`src/rtl/dre_pkg.sv`:
```
package dre_pkg;

  localparam int unsigned DefaultValueBits = 31;
  // Quotient bits retired per divider cycle
  localparam int unsigned SliceBits = 8;

  localparam int unsigned BaseBits  = 6;
  localparam int unsigned DigitBits = 6;
  localparam int unsigned CharBits  = 7;

  localparam logic [BaseBits-1:0]  MinBase   = 6'd2;
  localparam logic [BaseBits-1:0]  MaxBase   = 6'd36;
  localparam logic [BaseBits-1:0]  ResetBase = 6'd2;
  localparam logic [DigitBits-1:0] DecDigits = 6'd10;
  localparam logic [CharBits-1:0]  AsciiZero = 7'd48;
  localparam logic [CharBits-1:0]  AsciiA    = 7'd65;

  // Queue status seen by front and back
  typedef struct packed {
    logic has_space;
    logic has_data;
  } q_stat_t;

  function automatic logic [BaseBits-1:0] eff_base(input logic [BaseBits-1:0] b);
    logic [BaseBits-1:0] r;
    if (b < MinBase) begin
      r = MinBase;
    end else if (b > MaxBase) begin
      r = MaxBase;
    end else begin
      r = b;
    end
    return r;
  endfunction

  function automatic logic [CharBits-1:0] to_ascii(input logic [DigitBits-1:0] d);
    logic [CharBits-1:0] c;
    if (d < DecDigits) begin
      c = AsciiZero + CharBits'(d);
    end else begin
      c = AsciiA + CharBits'(d - DecDigits);
    end
    return c;
  endfunction

endpackage

```
`src/rtl/dre_front.sv`:
```
module dre_front #(
  parameter int unsigned VALUE_BITS = dre_pkg::DefaultValueBits
) (
  input  logic                           clk_i,
  input  logic                           rst_ni,
  input  logic [dre_pkg::BaseBits-1:0]   base_i,
  input  logic                           in_valid_i,
  output logic                           in_ready_o,
  input  logic [VALUE_BITS-1:0]          value_i,
  input  logic                           q_space_i,
  output logic                           wr_en_o,
  output logic [$clog2(VALUE_BITS)-1:0]  wr_idx_o,
  output logic [dre_pkg::DigitBits-1:0]  wr_digit_o,
  output logic                           push_o,
  output logic [$clog2(VALUE_BITS+1)-1:0] push_cnt_o
);

  localparam int unsigned IdxW   = $clog2(VALUE_BITS);
  localparam int unsigned CntW   = $clog2(VALUE_BITS + 1);
  localparam int unsigned Slice  = dre_pkg::SliceBits;
  localparam int unsigned Chunks = (VALUE_BITS + Slice - 1) / Slice;
  localparam int unsigned QW     = Chunks * Slice;
  localparam int unsigned ChunkW = (Chunks > 1) ? $clog2(Chunks) : 1;
  localparam int unsigned BW     = dre_pkg::BaseBits;

  localparam logic FS_IDLE = 1'b0;
  localparam logic FS_DIV  = 1'b1;

  logic              state_q, state_d;
  logic [QW-1:0]     quo_q, quo_d;
  logic [BW-1:0]     base_q, base_d;
  logic [BW-1:0]     rem_q, rem_d;
  logic [ChunkW-1:0] chunk_q, chunk_d;
  logic [CntW-1:0]   n_q, n_d;

  logic [BW-1:0]     rem_nx;
  logic [Slice-1:0]  qbits;
  logic [QW-1:0]     quo_nx;
  logic              last_chunk;
  logic              accept;

  // Restoring division, Slice quotient bits per cycle, MSB chunk first
  always_comb begin
    logic [BW:0]   t;
    logic [BW-1:0] r;
    r     = rem_q;
    qbits = '0;
    for (int unsigned j = 0; j < Slice; j++) begin
      t = {r, quo_q[QW-1-j]};
      if (t >= {1'b0, base_q}) begin
        t              = t - {1'b0, base_q};
        qbits[Slice-1-j] = 1'b1;
      end
      r = t[BW-1:0];
    end
    rem_nx = r;
    quo_nx = (quo_q << Slice) | QW'(qbits);
  end

  assign last_chunk = (chunk_q == ChunkW'(Chunks - 1));
  assign in_ready_o = (state_q == FS_IDLE) && q_space_i;
  assign accept     = in_valid_i && in_ready_o;

  assign wr_en_o    = (state_q == FS_DIV) && last_chunk;
  assign wr_idx_o   = n_q[IdxW-1:0];
  assign wr_digit_o = rem_nx;
  assign push_o     = wr_en_o && (quo_nx == '0);
  assign push_cnt_o = n_q + CntW'(1);

  always_comb begin
    state_d = state_q;
    quo_d   = quo_q;
    base_d  = base_q;
    rem_d   = rem_q;
    chunk_d = chunk_q;
    n_d     = n_q;
    unique case (state_q)
      FS_IDLE: begin
        if (accept) begin
          state_d = FS_DIV;
          quo_d   = QW'(value_i);
          base_d  = dre_pkg::eff_base(base_i);
          rem_d   = '0;
          chunk_d = '0;
          n_d     = '0;
        end
      end
      FS_DIV: begin
        quo_d = quo_nx;
        if (last_chunk) begin
          rem_d   = '0;
          chunk_d = '0;
          n_d     = n_q + CntW'(1);
          if (quo_nx == '0) begin
            state_d = FS_IDLE;
          end
        end else begin
          rem_d   = rem_nx;
          chunk_d = chunk_q + ChunkW'(1);
        end
      end
      default: state_d = FS_IDLE;
    endcase
  end

  always_ff @(posedge clk_i or negedge rst_ni) begin
    if (!rst_ni) begin
      state_q <= FS_IDLE;
      chunk_q <= '0;
      n_q     <= '0;
      quo_q   <= '0;
    end else begin
      state_q <= state_d;
      chunk_q <= chunk_d;
      n_q     <= n_d;
      quo_q   <= quo_d;
    end
  end

  always_ff @(posedge clk_i) begin
    base_q <= base_d;
    rem_q  <= rem_d;
  end

endmodule

```
`src/rtl/dre_queue.sv`:
```
module dre_queue #(
  parameter int unsigned VALUE_BITS = dre_pkg::DefaultValueBits
) (
  input  logic                            clk_i,
  input  logic                            rst_ni,
  input  logic                            wr_en_i,
  input  logic [$clog2(VALUE_BITS)-1:0]   wr_idx_i,
  input  logic [dre_pkg::DigitBits-1:0]   wr_digit_i,
  input  logic                            push_i,
  input  logic [$clog2(VALUE_BITS+1)-1:0] push_cnt_i,
  input  logic                            rd_en_i,
  input  logic [$clog2(VALUE_BITS)-1:0]   rd_idx_i,
  output logic [dre_pkg::DigitBits-1:0]   rd_digit_o,
  input  logic                            pop_i,
  output logic [$clog2(VALUE_BITS+1)-1:0] cnt_o,
  output dre_pkg::q_stat_t                stat_o
);

  localparam int unsigned IdxW  = $clog2(VALUE_BITS);
  localparam int unsigned CntW  = $clog2(VALUE_BITS + 1);
  localparam int unsigned Depth = 2 * (2 ** IdxW);

  // Two string slots, each one digit string of up to VALUE_BITS digits
  logic [dre_pkg::DigitBits-1:0] mem_q [Depth];
  logic [dre_pkg::DigitBits-1:0] rdata_q;
  logic [CntW-1:0]               cnt_q [2];
  logic                          wp_q, rp_q;
  logic [1:0]                    occ_q;

  always_ff @(posedge clk_i) begin
    if (wr_en_i) begin
      mem_q[{wp_q, wr_idx_i}] <= wr_digit_i;
    end
    if (rd_en_i) begin
      rdata_q <= mem_q[{rp_q, rd_idx_i}];
    end
    if (push_i) begin
      cnt_q[wp_q] <= push_cnt_i;
    end
  end

  always_ff @(posedge clk_i or negedge rst_ni) begin
    if (!rst_ni) begin
      wp_q  <= 1'b0;
      rp_q  <= 1'b0;
      occ_q <= '0;
    end else begin
      if (push_i) begin
        wp_q <= ~wp_q;
      end
      if (pop_i) begin
        rp_q <= ~rp_q;
      end
      if (push_i && !pop_i) begin
        occ_q <= occ_q + 2'd1;
      end else if (pop_i && !push_i) begin
        occ_q <= occ_q - 2'd1;
      end
    end
  end

  assign rd_digit_o       = rdata_q;
  assign cnt_o            = cnt_q[rp_q];
  assign stat_o.has_space = (occ_q != 2'd2);
  assign stat_o.has_data  = (occ_q != 2'd0);

endmodule

```
`src/rtl/dre_back.sv`:
```
module dre_back #(
  parameter int unsigned VALUE_BITS = dre_pkg::DefaultValueBits
) (
  input  logic                            clk_i,
  input  logic                            rst_ni,
  input  logic                            q_data_i,
  input  logic [$clog2(VALUE_BITS+1)-1:0] cnt_i,
  output logic                            rd_en_o,
  output logic [$clog2(VALUE_BITS)-1:0]   rd_idx_o,
  input  logic [dre_pkg::DigitBits-1:0]   rd_digit_i,
  output logic                            pop_o,
  output logic                            out_valid_o,
  input  logic                            out_ready_i,
  output logic [dre_pkg::CharBits-1:0]    digit_char_o,
  output logic                            last_digit_o
);

  localparam int unsigned IdxW = $clog2(VALUE_BITS);
  localparam int unsigned CntW = $clog2(VALUE_BITS + 1);

  logic                         active_q;
  logic [IdxW-1:0]              idx_q;
  logic                         pend_q, pend_last_q;
  logic                         ovalid_q;
  logic [dre_pkg::CharBits-1:0] ochar_q;
  logic                         olast_q;
  logic                         issue;
  logic [CntW-1:0]              top;

  // One read in flight at most; it lands in a free output register
  assign issue    = active_q && !pend_q && (!ovalid_q || out_ready_i);
  assign rd_en_o  = issue;
  assign rd_idx_o = idx_q;
  assign pop_o    = issue && (idx_q == '0);
  assign top      = cnt_i - CntW'(1);

  always_ff @(posedge clk_i or negedge rst_ni) begin
    if (!rst_ni) begin
      active_q <= 1'b0;
      pend_q   <= 1'b0;
      ovalid_q <= 1'b0;
    end else begin
      pend_q <= issue;
      if (!active_q && q_data_i) begin
        active_q <= 1'b1;
      end else if (pop_o) begin
        active_q <= 1'b0;
      end
      if (pend_q) begin
        ovalid_q <= 1'b1;
      end else if (out_ready_i) begin
        ovalid_q <= 1'b0;
      end
    end
  end

  always_ff @(posedge clk_i) begin
    if (!active_q && q_data_i) begin
      idx_q <= top[IdxW-1:0];
    end else if (issue) begin
      idx_q <= idx_q - IdxW'(1);
    end
    if (issue) begin
      pend_last_q <= (idx_q == '0);
    end
    if (pend_q) begin
      ochar_q <= dre_pkg::to_ascii(rd_digit_i);
      olast_q <= pend_last_q;
    end
  end

  assign out_valid_o  = ovalid_q;
  assign digit_char_o = ochar_q;
  assign last_digit_o = olast_q;

endmodule

```
`src/rtl/radix_digit_emitter.sv`:
```
// Channel   Direction  Handshake                  Payload
// value     in         in_valid_i / in_ready_o    value_i [VALUE_BITS]
// digits    out        out_valid_o / out_ready_i  digit_char_o [7], last_digit_o
// config    in         cfg_we_i (no wait)         cfg_wdata_i [6] -> target base
//
// Front: restoring divider retiring 8 quotient bits a cycle; it takes no new
// item until every digit of the current one is written. Back: the read of the
// digit memory is registered and only one read is in flight, so the next read
// waits until the previous digit has landed in the output register. Two string
// slots between them let the front divide the next item while the back still
// streams the previous one.
// Reset is asynchronous active low; no clearing pass. Output stalls back up only
// into the back part until both slots are full, then in_ready_o drops.
module radix_digit_emitter #(
  parameter int unsigned VALUE_BITS = dre_pkg::DefaultValueBits
) (
  input  logic                          clk_i,
  input  logic                          rst_ni,
  input  logic                          cfg_we_i,
  input  logic [dre_pkg::BaseBits-1:0]  cfg_wdata_i,
  input  logic                          in_valid_i,
  output logic                          in_ready_o,
  input  logic [VALUE_BITS-1:0]         value_i,
  output logic                          out_valid_o,
  input  logic                          out_ready_i,
  output logic [dre_pkg::CharBits-1:0]  digit_char_o,
  output logic                          last_digit_o
);

  localparam int unsigned IdxW = $clog2(VALUE_BITS);
  localparam int unsigned CntW = $clog2(VALUE_BITS + 1);

  // Target base register, clamped to 2..36 when an item starts
  logic [dre_pkg::BaseBits-1:0] base_q;

  dre_pkg::q_stat_t              stat;
  logic                          wr_en;
  logic [IdxW-1:0]               wr_idx;
  logic [dre_pkg::DigitBits-1:0] wr_digit;
  logic                          push;
  logic [CntW-1:0]               push_cnt;
  logic                          rd_en;
  logic [IdxW-1:0]               rd_idx;
  logic [dre_pkg::DigitBits-1:0] rd_digit;
  logic                          pop;
  logic [CntW-1:0]               cnt;

  always_ff @(posedge clk_i or negedge rst_ni) begin
    if (!rst_ni) begin
      base_q <= dre_pkg::ResetBase;
    end else if (cfg_we_i) begin
      base_q <= cfg_wdata_i;
    end
  end

  // Front: takes a request, divides repeatedly, writes digits LSB first
  dre_front #(
    .VALUE_BITS (VALUE_BITS)
  ) u_front (
    .clk_i      (clk_i),
    .rst_ni     (rst_ni),
    .base_i     (base_q),
    .in_valid_i (in_valid_i),
    .in_ready_o (in_ready_o),
    .value_i    (value_i),
    .q_space_i  (stat.has_space),
    .wr_en_o    (wr_en),
    .wr_idx_o   (wr_idx),
    .wr_digit_o (wr_digit),
    .push_o     (push),
    .push_cnt_o (push_cnt)
  );

  // Two-slot digit string queue
  dre_queue #(
    .VALUE_BITS (VALUE_BITS)
  ) u_queue (
    .clk_i      (clk_i),
    .rst_ni     (rst_ni),
    .wr_en_i    (wr_en),
    .wr_idx_i   (wr_idx),
    .wr_digit_i (wr_digit),
    .push_i     (push),
    .push_cnt_i (push_cnt),
    .rd_en_i    (rd_en),
    .rd_idx_i   (rd_idx),
    .rd_digit_o (rd_digit),
    .pop_i      (pop),
    .cnt_o      (cnt),
    .stat_o     (stat)
  );

  // Back: reads digits MSB first, maps to ASCII, flags the last one
  dre_back #(
    .VALUE_BITS (VALUE_BITS)
  ) u_back (
    .clk_i        (clk_i),
    .rst_ni       (rst_ni),
    .q_data_i     (stat.has_data),
    .cnt_i        (cnt),
    .rd_en_o      (rd_en),
    .rd_idx_o     (rd_idx),
    .rd_digit_i   (rd_digit),
    .pop_o        (pop),
    .out_valid_o  (out_valid_o),
    .out_ready_i  (out_ready_i),
    .digit_char_o (digit_char_o),
    .last_digit_o (last_digit_o)
  );

endmodule

```
`config.mk`:
```
export PLATFORM = sky130hd
export DESIGN_NAME = radix_digit_emitter
export DESIGN_NICKNAME = d
export VERILOG_FILES = /design/src/rtl/dre_pkg.sv /design/src/rtl/dre_front.sv /design/src/rtl/dre_queue.sv /design/src/rtl/dre_back.sv /design/src/rtl/radix_digit_emitter.sv
export SDC_FILE = /design/constraint.sdc
export NUM_CORES = 1
export LEC_CHECK = 0
export BUFFER_PORTS_ARGS = -buffer_cell sky130_fd_sc_hd__buf_4
export CAP_MARGIN = 20
export CORE_MARGIN = 3
export CORE_UTILIZATION = 30
export DETAILED_ROUTE_END_ITERATION = 10
export SYNTH_ARGS = -nofsm -noshare
export SYNTH_HDL_FRONTEND = slang
export SYNTH_SLANG_ARGS = --single-unit
```
`constraint.sdc`:
```
create_clock -name clk_i -period 35.8 [get_ports clk_i]
set_input_delay 7.16 -clock clk_i [delete_from_list [all_inputs] [get_ports clk_i]]
set_output_delay 7.16 -clock clk_i [all_outputs]
set_load 0.02 [all_outputs]
```
Word level (Yosys, flattened, before mapping)
Memory sizes are Yosys's and may differ from the RTL's. A register that Yosys moved wholly into a read port is not among the register bits. Index checks and enable logic that the tools add are counted. W data, S select, Z words.

Logic and storage cells: 127. Bits in writable memories: 394. Output and inout bits: 10. Input port bits: 42. Memories kept: 2. Register bits after elaboration: 79.

Muxes and demuxes: 45. $add $sub $neg: 17. Reduce and logical (&&, ||, !) cells: 26. Equal/unequal tests: 4. Order comparisons: 11. Bitwise gates (word level): 4.

Memory list: u_queue.mem_q (depth 64, width 6, read ports 1, clocked after Yosys merged registers in 1, wr ports 1, RTL line dre_queue.sv:24) `logic [dre_pkg::DigitBits-1:0] mem_q [Depth];`; u_queue.cnt_q (depth 2, width 5, read ports 1, clocked after Yosys merged registers in 0, wr ports 1, RTL line dre_queue.sv:26) `logic [CntW-1:0] cnt_q [2];`.

Operators with widths (count): $mux W6 (11); $pmux W32 S2 (1); $ge A7 B6 Y1 (8); $sub A6 B6 Y6 (8); $logic_not A32 Y1 (1); $mux W32 (1); $or A32 B8 Y32 (1); $mux W5 (4); $mux W1 (19); $pmux W6 S2 (1); $logic_and A1 B1 Y1 (10); $pmux W5 S2 (1); $reduce_bool A2 Y1 (5); $sub A5 B1 Y5 const B (2); $mux W2 (4); $add A6 B6 Y7 const A (1); $add A7 B7 Y7 const A (1); $mux W7 (1); $sub A6 B4 Y7 const B (1); $gt A6 B6 Y1 const B (1); $lt A6 B2 Y1 const B (1); $lt A6 B4 Y1 const B (1); $add A5 B1 Y5 const B (1); $logic_not A1 Y1 (5); 12 further kinds (17).

Logic depth before layout (Yosys ltp)
Gate-level depths: netlist of run 1.

Depth in word-level cells: 23. Depth in mapped cells: 87.

Cells and area by module
From an unflattened synthesis of run 1, not the netlist that was laid out.

Cells, all modules: 1467. Area, all modules: 22228.8 µm².

By module, submodules not included: dre_queue (instances 1, area an instance 15838.9 µm², cells an instance 781); dre_front (instances 1, area an instance 5176.2 µm², cells an instance 595); dre_back (instances 1, area an instance 960.9 µm², cells an instance 78); radix_digit_emitter (instances 1, area an instance 252.7 µm², cells an instance 13).

Worst setup path before layout of run 1
No wires, ideal clock.

Path type: reg2reg. Start: register u_front.base_q[1]. End: memory u_queue.mem_q[0][0] (netlist name), data pin. Data arrival time: 16995 ps. Setup time: 563 ps. Path slack: 18242 ps. Stages on the path, launching flop included: 78. Cell sequence: edfxtp_1 inv_1 ha_1 nor2_1 a21boi_1 o21ai_1 o21ai_0 inv_1 ha_1 nor2b_1 o31a_1 o311ai_0 nand2_1 or2_0 buf_4 a21oi_1 ha_1 nor2b_1 (+42 left out) nor2b_1 o21ai_0 nand2b_1 a21o_1 a21o_1 a221oi_4 o21ai_4 mux2i_1 ha_1 a21oi_1 o21bai_1 a21o_1 a21o_1 o21bai_1 a21oi_1 nand2_2 buf_6 mux2i_1.

Longest elaborated chain between the ends: 16. Elaborated cells on any way between the ends: 23. Those cells by class: 7 x add/sub; 8 x order compare; 8 x mux.

RTL lines: from (decl) (RTL line dre_front.sv:31) `logic [BW-1:0] base_q, base_d;`; from (signal assigned) (RTL line dre_front.sv:121) `base_q <= base_d;`; $sub A6 B6 Y6 or $ge A7 B6 Y1 (tied branches) (RTL line dre_front.sv:51, dre_front.sv:50); $mux W6 (RTL line dre_front.sv:50) `if (t >= {1'b0, base_q}) begin`; $sub A6 B6 Y6 or $ge A7 B6 Y1 (tied branches) (RTL line dre_front.sv:51, dre_front.sv:50); $mux W6 (RTL line dre_front.sv:50); $sub A6 B6 Y6 or $ge A7 B6 Y1 (tied branches) (RTL line dre_front.sv:51, dre_front.sv:50); $mux W6 (RTL line dre_front.sv:50); $sub A6 B6 Y6 or $ge A7 B6 Y1 (tied branches) (RTL line dre_front.sv:51, dre_front.sv:50); $mux W6 (RTL line dre_front.sv:50); $sub A6 B6 Y6 or $ge A7 B6 Y1 (tied branches) (RTL line dre_front.sv:51, dre_front.sv:50); $mux W6 (RTL line dre_front.sv:50); $ge A7 B6 Y1 or $sub A6 B6 Y6 (tied branches) (RTL line dre_front.sv:50, dre_front.sv:51); $mux W6 (RTL line dre_front.sv:50); $sub A6 B6 Y6 or $ge A7 B6 Y1 (tied branches) (RTL line dre_front.sv:51, dre_front.sv:50); $mux W6 (RTL line dre_front.sv:50); $ge A7 B6 Y1 (*) (RTL line dre_front.sv:50); $mux W6 (*) (RTL line dre_front.sv:50); via u_front.wr_digit_o (one bit) (RTL line dre_front.sv:13) `output logic [dre_pkg::DigitBits-1:0] wr_digit_o,`; to (decl) (RTL line dre_queue.sv:24).

Mark *: on every way through the listed nets, which the timed path passes. The rest lies on a longest branch.

Worst setup path in the final report of run 1
Start: register u_front.base_q[1]. End: register u_queue.occ_q[1].

Longest elaborated chain between the ends: 22. Elaborated cells on any way between the ends: 38. Those cells by class: 7 x add/sub; 8 x order compare; 16 x mux; 1 x bitwise; 6 x reduce/logical.

RTL lines: $sub A6 B6 Y6 or $ge A7 B6 Y1 (tied branches) (RTL line dre_front.sv:51, dre_front.sv:50); $mux W6 (RTL line dre_front.sv:50); $sub A6 B6 Y6 or $ge A7 B6 Y1 (tied branches) (RTL line dre_front.sv:51, dre_front.sv:50); $mux W6 (RTL line dre_front.sv:50); $sub A6 B6 Y6 or $ge A7 B6 Y1 (tied branches) (RTL line dre_front.sv:51, dre_front.sv:50); $mux W6 (RTL line dre_front.sv:50); $sub A6 B6 Y6 or $ge A7 B6 Y1 (tied branches) (RTL line dre_front.sv:51, dre_front.sv:50); $mux W6 (RTL line dre_front.sv:50); (+7 left out); $mux W1 (RTL line dre_front.sv:50); $or A32 B8 Y32 (*) (RTL line dre_front.sv:57) `quo_nx = (quo_q << Slice) | QW'(qbits);`; $logic_not A32 Y1 (*) (RTL line dre_front.sv:67) `assign push_o = wr_en_o && (quo_nx == '0);`; $logic_and A1 B1 Y1 (*) (RTL line dre_front.sv:67); via push (RTL line radix_digit_emitter.sv:40) `logic push;`; $logic_not A1 Y1 (RTL line dre_queue.sv:56) `end else if (pop_i && !push_i) begin`; $logic_and A1 B1 Y1 (RTL line dre_queue.sv:56); $reduce_bool A2 Y1 (no source line); to (signal assigned) (RTL line dre_queue.sv:55) `occ_q <= occ_q + 2'd1;`; to (signal assigned) (RTL line dre_queue.sv:57) `occ_q <= occ_q - 2'd1;`; to (decl) (RTL line dre_queue.sv:28) `logic [1:0] occ_q;`.

Marked as above. A chain may end at the register's enable or synchronous reset.

==> impl_metrics.sql, run 1 <==
INSERT INTO impl_metrics (metric_group, metric, value, unit) VALUES
('placement', 'place.detailed.hpwl', '32900', 'um'),
('clocking', 'cts_tree', 'built', ''),
('min_path', 'worstHoldPathCells', '0', ''),
('sta', 'hold_viol', '0', ''),
('sta', 'hold_slack', '433', 'ps'),
('pwr', 'p_leak', '8.72', 'nW'),
('yosys', 'synth_async_sr_flop_share', '11.1', '%'),
('critical_path', 'critical-path-top-cell-by-count', 'sky130_fd_sc_hd__ha_1', ''),
('floorplanning', 'dieArea', '76400', 'um2'),
('detailed_routing', 'ant_nets', '0', ''),
('clocking', 'clkSinkCount', '479', ''),
('job', 'maxCapViolations', '0', ''),
('global_route', 'global_route_wire_length_before_repair', '77100', 'um'),
('yosys', 'mappedNetlistNets', '1505', ''),
('clocking', 'cts-htree-levels', '2', ''),
('sta', 'max_slew_margin', '30.0', '%'),
('yosys', 'yosysUniqueCellTypes', '83', ''),
('placement', 'gpl.final_weighted_congestion', '0.845', ''),
('cells_and_area', 'insertedDiodeCount', '0', ''),
('placement', 'port_buffers', '51', ''),
('sta', 'setup_viol', '0', ''),
('global_route', 'globalRouteTotalUtil', '13.0', '%'),
('clocking', 'clockBufferDepth', '3', ''),
('global_route', 'global_route.overflow_total', '0', ''),
('detailed_routing', 'drtPass1Iterations', '5', ''),
('critical_path', 'worst_r2r_path_depth', '80', ''),
('outcome', 'outcome', 'complete, no violations', ''),
('clocking', 'cts-resized-gates', '0', ''),
('yosys', 'yosysSeqAreaShare', '64.4', '%'),
('floorplanning', 'fp.coreArea', '72000', 'um2'),
('critical_path', 'worst_endpoint_data_arrival_time', '20190', 'ps'),
('critical_path', 'worst_path_required_time', '36270', 'ps'),
('yosys', 'post_synth_design_cell_area', '21900', 'um2'),
('sta', 'post-route-min-period', '19730', 'ps'),
('clocking', 'clock-root-buffer', 'sky130_fd_sc_hd__clkbuf_16', ''),
('sta', 'worst_pin_slew', '1050', 'ps'),
('sta', 'final-max-slew-violation-count', '0', ''),
('clocking', 'worst_skew_pair_latency', '620', 'ps'),
('yosys', 'synth_edf_count', '426', ''),
('yosys', 'yosys_warnings', '0', ''),
('critical_path', 'timing.critical_path.fanout_max', '11', ''),
('cells_and_area', 'flow.area_growth_from_synthesis', '14.6', '%'),
('critical_path', 'cp-start-kind', 'flip-flop', ''),
('yosys', 'predominant_post_synthesis_flop_cell', 'sky130_fd_sc_hd__edfxtp_1', ''),
('detailed_routing', 'drt_iter0_drc', '1000', ''),
('pwr', 'ir_drop', '0.0000449', 'V'),
('detailed_routing', 'route.final.wire_length', '50400', 'um'),
('detailed_routing', 'avgRoutedWirePerCell', '20.6', 'um'),
('detailed_routing', 'vias', '12400', ''),
('sta', 'clock_skew', '65.1', 'ps'),
('clocking', 'post_cts_hold_buffer_count', '0', ''),
('sta', 'fin_crit_sh', '55.1', '%'),
('floorplanning', 'die_h', '276', 'um'),
('clocking', 'cts_buffers', '50', ''),
('cells_and_area', 'nets', '1559', ''),
('sta', 'rsz0062_at_grt', 'no', ''),
('sta', 'timing.fmax', '50.7', 'MHz'),
('detailed_routing', 'drt-vias-per-instance', '5.06', ''),
('critical_path', 'crit_type', 'flip-flop to flip-flop', ''),
('floorplanning', 'io_pins', '52', ''),
('pwr', 'power_per_cell_area', '61.8', 'nW/um2'),
('yosys', 'syn_area_per_cell', '15.7', 'um2'),
('floorplanning', 'die_w', '276', 'um'),
('global_route', 'via_count_of_the_first_global_routing_pass', '12600', ''),
('cells_and_area', 'share_of_post_route_cells_with_drive_strength_above_1', '19.4', '%'),
('critical_path', 'worstSetupEndpointType', 'flip-flop', ''),
('floorplanning', 'starting_utilization_of_the_core_area', '30.5', '%'),
('min_path', 'hold_class', 'flip-flop to flip-flop', ''),
('global_route', 'grt_antenna_before_repair', '1', ''),
('sta', 'setup_total_negative_slack', '0', 'ps'),
('clocking', 'clk_pin_slew', '60', 'ps'),
('yosys', 'synthCells', '1400', ''),
('critical_path', 'critPathSlowestCell', 'sky130_fd_sc_hd__edfxtp_1', ''),
('floorplanning', 'cell_row_count', '98', ''),
('yosys', 'ys_ff_latch', '479', ''),
('detailed_routing', 'drt_drc_violations_left', '0', ''),
('clocking', 'postCtsSetupRepairBufs', '0', ''),
('critical_path', 'timing.critical_path.slowest_cell_delay', '750', 'ps'),
('global_route', 'grt_start_max_net_pins', '65', '');
-- per-stage QoR --
| step | setup WS (ps) | power (W) | util (%) | area [um2] | std cells |
|---|---|---|---|---|---|
| final | 16070 | 0.00155 | 34.9 | 25100 | 2445 |
| after global routing | 14540 | 0.00162 | 34.9 | 25100 | 2445 |
| after CTS | 16280 | 0.00157 | 34.9 | 25100 | 2445 |
| after floorplan | 18240 | 0.000913 | - | 21900 | 1400 |
| after detailed placement | 16350 | 0.00102 | 32.4 | 23300 | 2352 |
| after global placement | 16860 | 0.00102 | 32.4 | 23300 | 2352 |
-- area by class of cell --
| cell class | count | area (um2) |
|---|---|---|
| repair buffers | 62 | 465 |
| flip-flops and latches | 479 | 14100 |
| fillers | 6688 | 46900 |
| well taps | 950 | 1190 |
| multi-input cells | 811 | 7370 |
| inverters | 50 | 188 |
| clock buffers | 61 | 1300 |
| clock inverters | 32 | 480 |
-- placed cells by master, fill, tap and decap left out, drive strengths merged, types with 52 or more instances in the layout --
| cell | synthesis | final |
|---|---|---|
| inv | 50 | 52 |
| o21ai | 78 | 78 |
| buf | 21 | 62 |
| mux2i | 65 | 65 |
| nor2 | 112 | 112 |
| ha | 55 | 55 |
| nand2 | 99 | 99 |
| clkbuf | 39 | 61 |
| edfxtp | 426 | 426 |
| dfrtp | 52 | 52 |
| mux4 | 108 | 108 |
-- report_power, final --
group | switching, W | total, W | internal (W) | leakage (nW)
combinational | 0.000188 | 0.000359 | 0.000171 | 3.39
clock | 0.000221 | 0.000550 | 0.000329 | 0.860
sequential | 0.0000154 | 0.000643 | 0.000628 | 4.47
total | 0.000424 | 0.00155 | 0.00113 | 8.72
-- cells in the mapped netlist, types with 14 or more instances --
master	number	area, um2
sky130_fd_sc_hd__a21o_1	16	120
sky130_fd_sc_hd__a21oi_1	39	195
sky130_fd_sc_hd__buf_1	14	52.6
sky130_fd_sc_hd__clkbuf_1	39	146
sky130_fd_sc_hd__dfrtp_1	52	1300
sky130_fd_sc_hd__edfxtp_1	426	12800
sky130_fd_sc_hd__ha_1	55	688
sky130_fd_sc_hd__inv_1	49	184
sky130_fd_sc_hd__mux2_2	19	214
sky130_fd_sc_hd__mux2i_1	64	641
sky130_fd_sc_hd__mux4_2	108	2430
sky130_fd_sc_hd__nand2_1	98	368
sky130_fd_sc_hd__nand3_1	19	95.1
sky130_fd_sc_hd__nor2_1	112	420
sky130_fd_sc_hd__o21ai_0	74	370
sky130_fd_sc_hd__xnor2_1	26	228
sky130_fd_sc_hd__xor2_1	18	158
-- final timing paths --
check / start / end / slack, ps
worst max-delay path: u_front.base_q[1]$_SDFFCE_PP1P_ / u_queue.occ_q[1]$_DFFE_PN0P_ / 16070
worst min-delay path: u_back.pend_last_q$_DFFE_PP_ / u_back.last_digit_o$_DFFE_PP_ / 430
worst max register to register: u_front.base_q[1]$_SDFFCE_PP1P_ / u_queue.occ_q[1]$_DFFE_PN0P_ / 16070
worst min register to register: u_back.pend_last_q$_DFFE_PP_ / u_back.last_digit_o$_DFFE_PP_ / 430
max in group asynchronous: rst_ni / u_front.state_q$_DFF_PN0_ / 28550
min in group asynchronous: rst_ni / u_front.quo_q[28]$_DFFE_PN0P_ / 6650
-- routing by layer --
layer | up-vias | routed length, um | global-route usage [%]
met4 | 2 | 1530 | 4.41
met3 | 98 | 2900 | 2.38
met1 | 6332 | 22000 | 17.6
met5 | - | 12 | 0
li1 | 5570 | - | -
met2 | 363 | 24000 | 21.0
-- flip-flops by register name, indices dropped and copies added, names as in the netlist, 5 cells and up --
register	count
u_front.quo_q	32
u_queue.cnt_q	10
u_front.rem_q	6
u_queue.mem_q	384
base_q	6
u_queue.rd_digit_o	6
u_front.base_q	6
u_back.rd_idx_o	5
u_back.digit_char_o	7
u_front.wr_idx_o	5
-- critical path, delay by kind of cell, from the launching register on --
kind | cells | cell delay, ps
flops | 1 | 750
compound gates | 38 | 8430
mux | 6 | 2230
fa+ha+maj | 9 | 2640
xor+xnor | 2 | 290
buf+inv | 5 | 870
simple gates | 20 | 4360
-- cells by family (layout without fill, tap and decap cells) --
family	Yosys count	after routing	synth area share, %
xor gates and xnor gates	44	44	1.76
and+or+nand+nor	297	297	6.09
buffers and inverters	110	205	2.04
muxes	196	196	15.3
adders and majority gates	64	64	3.92
DFF	479	479	64.4
AOI/OAI and AO/OA	210	210	6.46
Power figures use the tool's default switching activity.
==> inputs of run 2 (changes only) <==
ABC_AREA = 1   (was unset)
clock period = 17.58 ns   (was 35.8 ns; I/O delays follow)
==> impl_metrics.sql, run 2 <==
INSERT INTO impl_metrics (metric_group, metric, value, unit) VALUES
('outcome', 'outcome', 'complete, no violations', ''),
('sta', 'timing.final.ws_setup', '2070', 'ps'),
('floorplanning', 'dieArea', '77100', 'um2'),
('critical_path', 'timing.critical_path.slowest_cell_delay', '650', 'ps'),
('critical_path', 'timing.critical_path.fanout_max', '40', ''),
('sta', 'fin_crit_sh', '88.2', '%'),
('cells_and_area', 'insertedDiodeCount', '0', ''),
('yosys', 'portion_of_synthesized_cell_area_occupied_by_the_leading_cell_type', '57.8', '%'),
('sta', 'final-max-slew-violation-count', '0', ''),
('yosys', 'synthMostInstantiatedCell', 'sky130_fd_sc_hd__edfxtp_1', ''),
('yosys', 'synth_edf_count', '426', ''),
('pwr', 'power_per_cell_area', '129', 'nW/um2'),
('cells_and_area', 'final_cell_mix', '426 x sky130_fd_sc_hd__edfxtp_1, 344 x sky130_fd_sc_hd__nor2_1, 281 x sky130_fd_sc_hd__o21ai_0, 170 x sky130_fd_sc_hd__nand2_1, 133 x sky130_fd_sc_hd__inv_1', ''),
('global_route', 'via_count_of_the_first_global_routing_pass', '15400', ''),
('critical_path', 'timing.rr.end', 'u_queue.mem_q[13][5]$_DFFE_PP_', ''),
('detailed_routing', 'drt-vias-per-instance', '5.15', ''),
('yosys', 'yosysUniqueCellTypes', '56', ''),
('placement', 'place.detailed.hpwl', '36700', 'um'),
('clocking', 'post_cts_hold_buffer_count', '0', ''),
('yosys', 'mappedNetlistNets', '2106', ''),
('global_route', 'global_route_wire_length_before_repair', '89000', 'um'),
('cells_and_area', 'regMostFlops', 'u_queue.mem_q', ''),
('floorplanning', 'fp.coreArea', '72300', 'um2'),
('min_path', 'worstHoldPathCells', '1', ''),
('sta', 'setup_viol', '0', ''),
('yosys', 'synth_async_sr_flop_share', '11.1', '%'),
('yosys', 'synth_common_cells', '426 x sky130_fd_sc_hd__edfxtp_1, 344 x sky130_fd_sc_hd__nor2_1, 281 x sky130_fd_sc_hd__o21ai_0', ''),
('detailed_routing', 'drtPass1Iterations', '5', ''),
('sta', 'post-route-min-period', '15510', 'ps'),
('detailed_routing', 'route.final.wire_length', '57300', 'um'),
('clocking', 'clockBufferDepth', '3', ''),
('critical_path', 'cp-start-kind', 'flip-flop', ''),
('critical_path', 'reg2reg_start', 'u_front.base_q[1]$_SDFFCE_PP1P_', ''),
('global_route', 'grt_antenna_before_repair', '1', ''),
('pwr', 'power.share.sequential', '40.9', '%'),
('detailed_routing', 'drt_drc_violations_left', '0', ''),
('yosys', 'yosysSeqAreaShare', '63.8', '%'),
('detailed_routing', 'drt_iter0_drc', '1651', ''),
('pwr', 'p_int', '0.00211', 'W'),
('floorplanning', 'cell_row_count', '98', ''),
('critical_path', 'worst_path_required_time', '17880', 'ps'),
('min_path', 'hold_sp', 'u_queue.occ_q[0]$_DFFE_PN0P_', ''),
('pwr', 'comb_power_share', '27.7', '%'),
('pwr', 'power.switching_fraction', '34.6', '%'),
('sta', 'hold_viol', '0', ''),
('detailed_routing', 'ant_nets', '0', ''),
('sta', 'rsz0062_at_grt', 'no', ''),
('sta', 'timing.fmax', '64.5', 'MHz'),
('cells_and_area', 'flow.area_growth_from_synthesis', '13.3', '%'),
('sta', 'worst_pin_slew', '1100', 'ps'),
('min_path', 'hold_class', 'flip-flop to flip-flop', ''),
('critical_path', 'critPathSlowestCell', 'sky130_fd_sc_hd__edfxtp_1', ''),
('sta', 'max_slew_margin', '26.2', '%'),
('critical_path', 'worstSetupEndpointType', 'flip-flop', ''),
('global_route', 'globalRouteTotalUtil', '14.6', '%'),
('job', 'maxCapViolations', '0', ''),
('clocking', 'cts_tree', 'built', ''),
('cells_and_area', 'largest_reg_flops', '384', ''),
('cells_and_area', 'share_of_post_route_cells_with_drive_strength_above_1', '9.62', '%'),
('pwr', 'power_switching', '0.00112', 'W'),
('clocking', 'clkSinkCount', '479', ''),
('global_route', 'grt_start_max_net_pins', '103', ''),
('clocking', 'cts-resized-gates', '0', ''),
('floorplanning', 'die_h', '278', 'um'),
('yosys', 'ys_ff_latch', '479', ''),
('critical_path', 'worst_r2r_path_depth', '77', ''),
('sta', 'hold_slack', '481', 'ps'),
('critical_path', 'flop2flop_setup_slack', '2070', 'ps'),
('global_route', 'global_route.overflow_total', '0', ''),
('yosys', 'yosys_warnings', '0', ''),
('floorplanning', 'die_w', '278', 'um'),
('pwr', 'clockPowerShare', '31.3', '%'),
('sta', 'setup_total_negative_slack', '0', 'ps'),
('cells_and_area', 'layout.cells.most_common', 'sky130_fd_sc_hd__edfxtp_1', ''),
('pwr', 'ir_drop', '0.0000846', 'V'),
('placement', 'dp_slack', '2200', 'ps'),
('placement', 'gpl.final_weighted_congestion', '0.920', ''),
('yosys', 'predominant_post_synthesis_flop_cell', 'sky130_fd_sc_hd__edfxtp_1', ''),
('clocking', 'postCtsSetupRepairBufs', '0', ''),
('clocking', 'cts_buffers', '48', ''),
('yosys', 'post_synth_design_cell_area', '22100', 'um2'),
('cells_and_area', 'biggestRegsByFlops', 'u_queue.mem_q: 384 flops, u_front.quo_q: 32 flops, u_queue.cnt_q: 10 flops', ''),
('clocking', 'cts-htree-levels', '2', ''),
('cells_and_area', 'nets', '2126', ''),
('yosys', 'ranking_of_synthesized_cells_by_area', 'sky130_fd_sc_hd__edfxtp_1 58%, sky130_fd_sc_hd__o21ai_0 6.4%, sky130_fd_sc_hd__dfrtp_1 5.9%', ''),
('clocking', 'clock-root-buffer', 'sky130_fd_sc_hd__clkbuf_16', ''),
('yosys', 'post-synth-top-area-cell', 'sky130_fd_sc_hd__edfxtp_1', ''),
('floorplanning', 'starting_utilization_of_the_core_area', '30.6', '%'),
('critical_path', 'crit_type', 'flip-flop to flip-flop', ''),
('pwr', 'p_leak', '8.93', 'nW'),
('critical_path', 'critical-path-top-cell-by-count', 'sky130_fd_sc_hd__nand2_1', ''),
('placement', 'port_buffers', '51', ''),
('detailed_routing', 'vias', '15500', ''),
('floorplanning', 'io_pins', '52', ''),
('critical_path', 'worst_endpoint_data_arrival_time', '15810', 'ps'),
('yosys', 'synthCells', '2001', ''),
('detailed_routing', 'avgRoutedWirePerCell', '19.1', 'um'),
('sta', 'clock_skew', '48.4', 'ps'),
('clocking', 'worst_skew_pair_latency', '610', 'ps'),
('clocking', 'clk_pin_slew', '60', 'ps'),
('min_path', 'hold-path-endpoint', 'u_queue.occ_q[0]$_DFFE_PN0P_', ''),
('yosys', 'syn_area_per_cell', '11.1', 'um2');
-- run 2: cell types whose count changed after synthesis, sizes merged, moves of 38 or more --
cell / delta
nand2: +85
inv: +94
mux2i: -65
o22ai: +106
o21ai: +216
mux4: -108
nor2: +240
clkbuf: +54
nand3: +38
-- run 2: worst max-delay path by stage --
stage,startpoint,end,slack [ps],depth (start not counted)
after floorplan,u_front.base_q[1]$_SDFFCE_PP1P_,u_queue.mem_q[0][1]$_DFFE_PP_,4250,77
final,u_front.base_q[1]$_SDFFCE_PP1P_,u_queue.mem_q[13][5]$_DFFE_PP_,2070,77
after CTS,u_front.base_q[1]$_SDFFCE_PP1P_,u_queue.mem_q[15][2]$_DFFE_PP_,2100,76
after detailed placement,u_front.base_q[1]$_SDFFCE_PP1P_,u_queue.mem_q[24][2]$_DFFE_PP_,2200,76
after global placement,u_front.base_q[1]$_SDFFCE_PP1P_,u_queue.mem_q[15][0]$_DFFE_PP_,3040,75
after global routing,u_front.base_q[1]$_SDFFCE_PP1P_,u_queue.mem_q[15][5]$_DFFE_PP_,550,78
-- run 2: cells by family (layout without fill, tap and decap cells) --
logic type / Yosys count / after routing / synth area share, %
and+or+nand+nor: 661 / 661 / 13.2
AOI/OAI and AO/OA: 508 / 508 / 13.2
DFF: 479 / 479 / 63.8
buffers and inverters: 246 / 304 / 4.26
adders and majority gates: 63 / 63 / 3.83
xor gates and xnor gates: 43 / 43 / 1.70
muxes: 1 / 1 / 0.0508
-- run 2: through the flow --
stage / cells / instance area, um2 / total power, W / util [%]
global route: 3009 / 25100 / 0.00339 / 34.7
floorplan: 2001 / 22100 / 0.00192 / -
CTS: 3006 / 25000 / 0.00325 / 34.6
global placement: 2916 / 23400 / 0.00222 / 32.4
detailed placement: 2918 / 23500 / 0.00223 / 32.5
finish: 3009 / 25100 / 0.00323 / 34.7
-- run 2: layer usage --
layer	up-vias	GRT usage, %	share of wire (%)
li1	7242	-	-
met1	7559	19.8	44
met2	585	23.5	46
met3	113	2.34	6.8
met4	2	5.66	3.4
met5	-	0	0.016
-- run 2: layout make-up --
cell class | count | area (um2)
fillers | 7155 | 47300
flip-flops and latches | 479 | 14100
multi-input cells | 1276 | 7090
clock buffers | 58 | 1240
well taps | 950 | 1190
repair buffers | 70 | 588
inverters | 146 | 552
clock inverters | 30 | 312
-- run 2: power by group through the flow --
stage                     registers, W  logic [W]  clock network [W]
after floorplan                0.00133   0.000589                  0
after global placement         0.00134   0.000876                  0
after detailed placement       0.00134   0.000889                  0
after CTS                      0.00132   0.000892            0.00103
after global routing           0.00132   0.000985            0.00108
final                          0.00132   0.000895            0.00101
-- run 2: worst max-delay path, delay by kind of cell (launching register included) --
family	cells	cell delay [ps]
AO/OA/AOI/OAI	27	5730
AND/OR/NAND/NOR	30	3880
adder cells (fa/ha/maj)	8	2850
buffers and inverters	12	2070
flip-flops	1	650
==> inputs of run 3 (changes only) <==
CORE_ASPECT_RATIO = 1.25   (was unset)
==> impl_metrics.sql, run 3 (synthesis gave the netlist of run 2 again) <==
INSERT INTO impl_metrics (metric_group, metric, value, unit) VALUES
('detailed_routing', 'drt_drc_violations_left', '0', ''),
('critical_path', 'worst_path_required_time', '17980', 'ps'),
('cells_and_area', 'layout.cells.most_common', 'sky130_fd_sc_hd__edfxtp_1', ''),
('global_route', 'via_count_of_the_first_global_routing_pass', '15700', ''),
('outcome', 'outcome', 'complete, no violations', ''),
('cells_and_area', 'final_cell_mix', '426 x sky130_fd_sc_hd__edfxtp_1, 344 x sky130_fd_sc_hd__nor2_1, 281 x sky130_fd_sc_hd__o21ai_0, 170 x sky130_fd_sc_hd__nand2_1, 134 x sky130_fd_sc_hd__inv_1', ''),
('global_route', 'global_route.overflow_total', '0', ''),
('cells_and_area', 'nets', '2127', ''),
('sta', 'final-max-slew-violation-count', '0', ''),
('clocking', 'clockBufferDepth', '3', ''),
('critical_path', 'cp-start-kind', 'flip-flop', ''),
('sta', 'timing.fmax', '65.5', 'MHz'),
('sta', 'fin_crit_sh', '86.8', '%'),
('floorplanning', 'dieArea', '77100', 'um2'),
('cells_and_area', 'flow.area_growth_from_synthesis', '13.6', '%'),
('global_route', 'globalRouteTotalUtil', '14.6', '%'),
('min_path', 'hold_sp', 'u_back.pend_last_q$_DFFE_PP_', ''),
('global_route', 'grt_start_max_net_pins', '178', ''),
('critical_path', 'timing.critical_path.slowest_cell_delay', '670', 'ps'),
('cells_and_area', 'final_core_util', '34.7', '%'),
('global_route', 'grt_antenna_before_repair', '0', ''),
('cells_and_area', 'fillCellCount', '7076', ''),
('floorplanning', 'die_w', '249', 'um'),
('critical_path', 'reg2reg_start', 'u_front.base_q[1]$_SDFFCE_PP1P_', ''),
('critical_path', 'timing.rr.end', 'u_queue.mem_q[3][3]$_DFFE_PP_', ''),
('clocking', 'clk_pin_slew', '60', 'ps'),
('pwr', 'p_leak', '8.96', 'nW'),
('sta', 'setup_total_negative_slack', '0', 'ps'),
('sta', 'max_slew_margin', '31.9', '%'),
('detailed_routing', 'drt_iter0_drc', '1519', ''),
('sta', 'setup_viol', '0', ''),
('floorplanning', 'cell_row_count', '110', ''),
('floorplanning', 'fp.coreArea', '72500', 'um2'),
('cells_and_area', 'share_of_post_route_cells_with_drive_strength_above_1', '9.51', '%'),
('floorplanning', 'starting_utilization_of_the_core_area', '30.5', '%'),
('detailed_routing', 'route.final.wire_length', '57800', 'um'),
('cells_and_area', 'biggestRegsByFlops', 'u_queue.mem_q: 384 flops, u_front.quo_q: 32 flops, u_queue.cnt_q: 10 flops', ''),
('cells_and_area', 'largest_reg_flops', '384', ''),
('clocking', 'clkSinkCount', '479', ''),
('clocking', 'worst_skew_pair_latency', '590', 'ps'),
('clocking', 'cts_buffers', '49', ''),
('placement', 'port_buffers', '51', ''),
('clocking', 'cts-htree-levels', '2', ''),
('sta', 'rsz0062_at_grt', 'no', ''),
('critical_path', 'timing.critical_path.to', 'u_queue.mem_q[3][3]$_DFFE_PP_', ''),
('placement', 'gpl.final_weighted_congestion', '0.914', ''),
('critical_path', 'critPathSlowestCell', 'sky130_fd_sc_hd__edfxtp_1', ''),
('clocking', 'clock-root-buffer', 'sky130_fd_sc_hd__clkbuf_16', ''),
('pwr', 'power_per_cell_area', '129', 'nW/um2'),
('job', 'maxCapViolations', '0', ''),
('floorplanning', 'io_pins', '52', ''),
('sta', 'post-route-min-period', '15270', 'ps'),
('pwr', 'ir_drop', '0.000116', 'V'),
('detailed_routing', 'drtPass1Iterations', '5', ''),
('critical_path', 'crit_type', 'flip-flop to flip-flop', ''),
('detailed_routing', 'avgRoutedWirePerCell', '19.2', 'um'),
('critical_path', 'worst_endpoint_data_arrival_time', '15670', 'ps'),
('detailed_routing', 'vias', '15500', ''),
('cells_and_area', 'insertedDiodeCount', '0', ''),
('critical_path', 'worst_r2r_path_depth', '75', ''),
('critical_path', 'critical-path-top-cell-by-count', 'sky130_fd_sc_hd__nand2_1', ''),
('placement', 'dpl.cell_count', '2917', ''),
('floorplanning', 'die_h', '310', 'um'),
('detailed_routing', 'drt-vias-per-instance', '5.14', ''),
('placement', 'place.detailed.hpwl', '37200', 'um'),
('clocking', 'cts-resized-gates', '0', ''),
('clocking', 'postCtsSetupRepairBufs', '0', ''),
('sta', 'hold_viol', '0', ''),
('sta', 'clock_skew', '16.7', 'ps'),
('critical_path', 'worstSetupEndpointType', 'flip-flop', ''),
('cells_and_area', 'regMostFlops', 'u_queue.mem_q', ''),
('min_path', 'hold_class', 'flip-flop to flip-flop', ''),
('critical_path', 'timing.critical_path.fanout_max', '37', ''),
('detailed_routing', 'ant_nets', '0', ''),
('global_route', 'global_route_wire_length_before_repair', '89100', 'um'),
('clocking', 'cts_tree', 'built', ''),
('cells_and_area', 'fin_cells', '3014', ''),
('critical_path', 'flop2flop_setup_slack', '2310', 'ps'),
('critical_path', 'critPathLaunch', 'u_front.base_q[1]$_SDFFCE_PP1P_', ''),
('sta', 'worst_pin_slew', '1020', 'ps'),
('clocking', 'post_cts_hold_buffer_count', '0', '');
[run 3: report_power, final]
part           internal (W)  switching [W]  leakage (nW)
logic              0.000265       0.000630          3.75
registers           0.00128      0.0000326          4.44
clock network      0.000592       0.000440         0.775
[run 3: routing by layer]
metal / GRT usage [%] / wire, um / share of wire [%]
met5: 0 / 0 / 0
met4: 6.53 / 2240 / 3.9
met3: 1.95 / 2760 / 4.8
met2: 26.9 / 29900 / 52
met1: 17.1 / 22900 / 40
[run 3: final cells by class]
class | instances | area (um2) | area share, %
sequential | 479 | 14100 | 56.1
inverter | 146 | 552 | 2.19
clock inverter | 33 | 313 | 1.24
tap | 952 | 1190 | 4.74
timing repair buffer | 70 | 613 | 2.44
clock buffer | 58 | 1270 | 5.05
multi-input combinational | 1276 | 7090 | 28.2
[run 3: stage by stage]
step | power (W) | setup slack (ps) | hold slack (ps) | instance area [um2]
4_1_cts | 0.00326 | 2060 | 433 | 25000
6_report | 0.00324 | 2310 | 429 | 25200
3_3_place_gp | 0.00221 | 2950 | 402 | 23400
2_1_floorplan | 0.00192 | 4250 | 400 | 22100
5_1_grt | 0.00340 | 907 | 441 | 25200
3_5_place_dp | 0.00223 | 2120 | 419 | 23400
[run 3: worst max-delay path: cells and delay by family (launching register included)]
| family | cells | cell delay (ps) |
|---|---|---|
| AO/OA/AOI/OAI | 29 | 6080 |
| AND/OR/NAND/NOR | 27 | 3590 |
| adder cells (fa/ha/maj) | 8 | 2870 |
| buffers and inverters | 11 | 1810 |
| flip-flops | 1 | 670 |
[run 3: worst min-delay path by stage]
stage / end / cells past startpoint
final: u_back.last_digit_o$_DFFE_PP_ / 0
after global routing: u_back.last_digit_o$_DFFE_PP_ / 0
after CTS: u_back.last_digit_o$_DFFE_PP_ / 0
after detailed placement: u_back.last_digit_o$_DFFE_PP_ / 0
after global placement: u_back.last_digit_o$_DFFE_PP_ / 0
after floorplan: u_back.last_digit_o$_DFFE_PP_ / 0
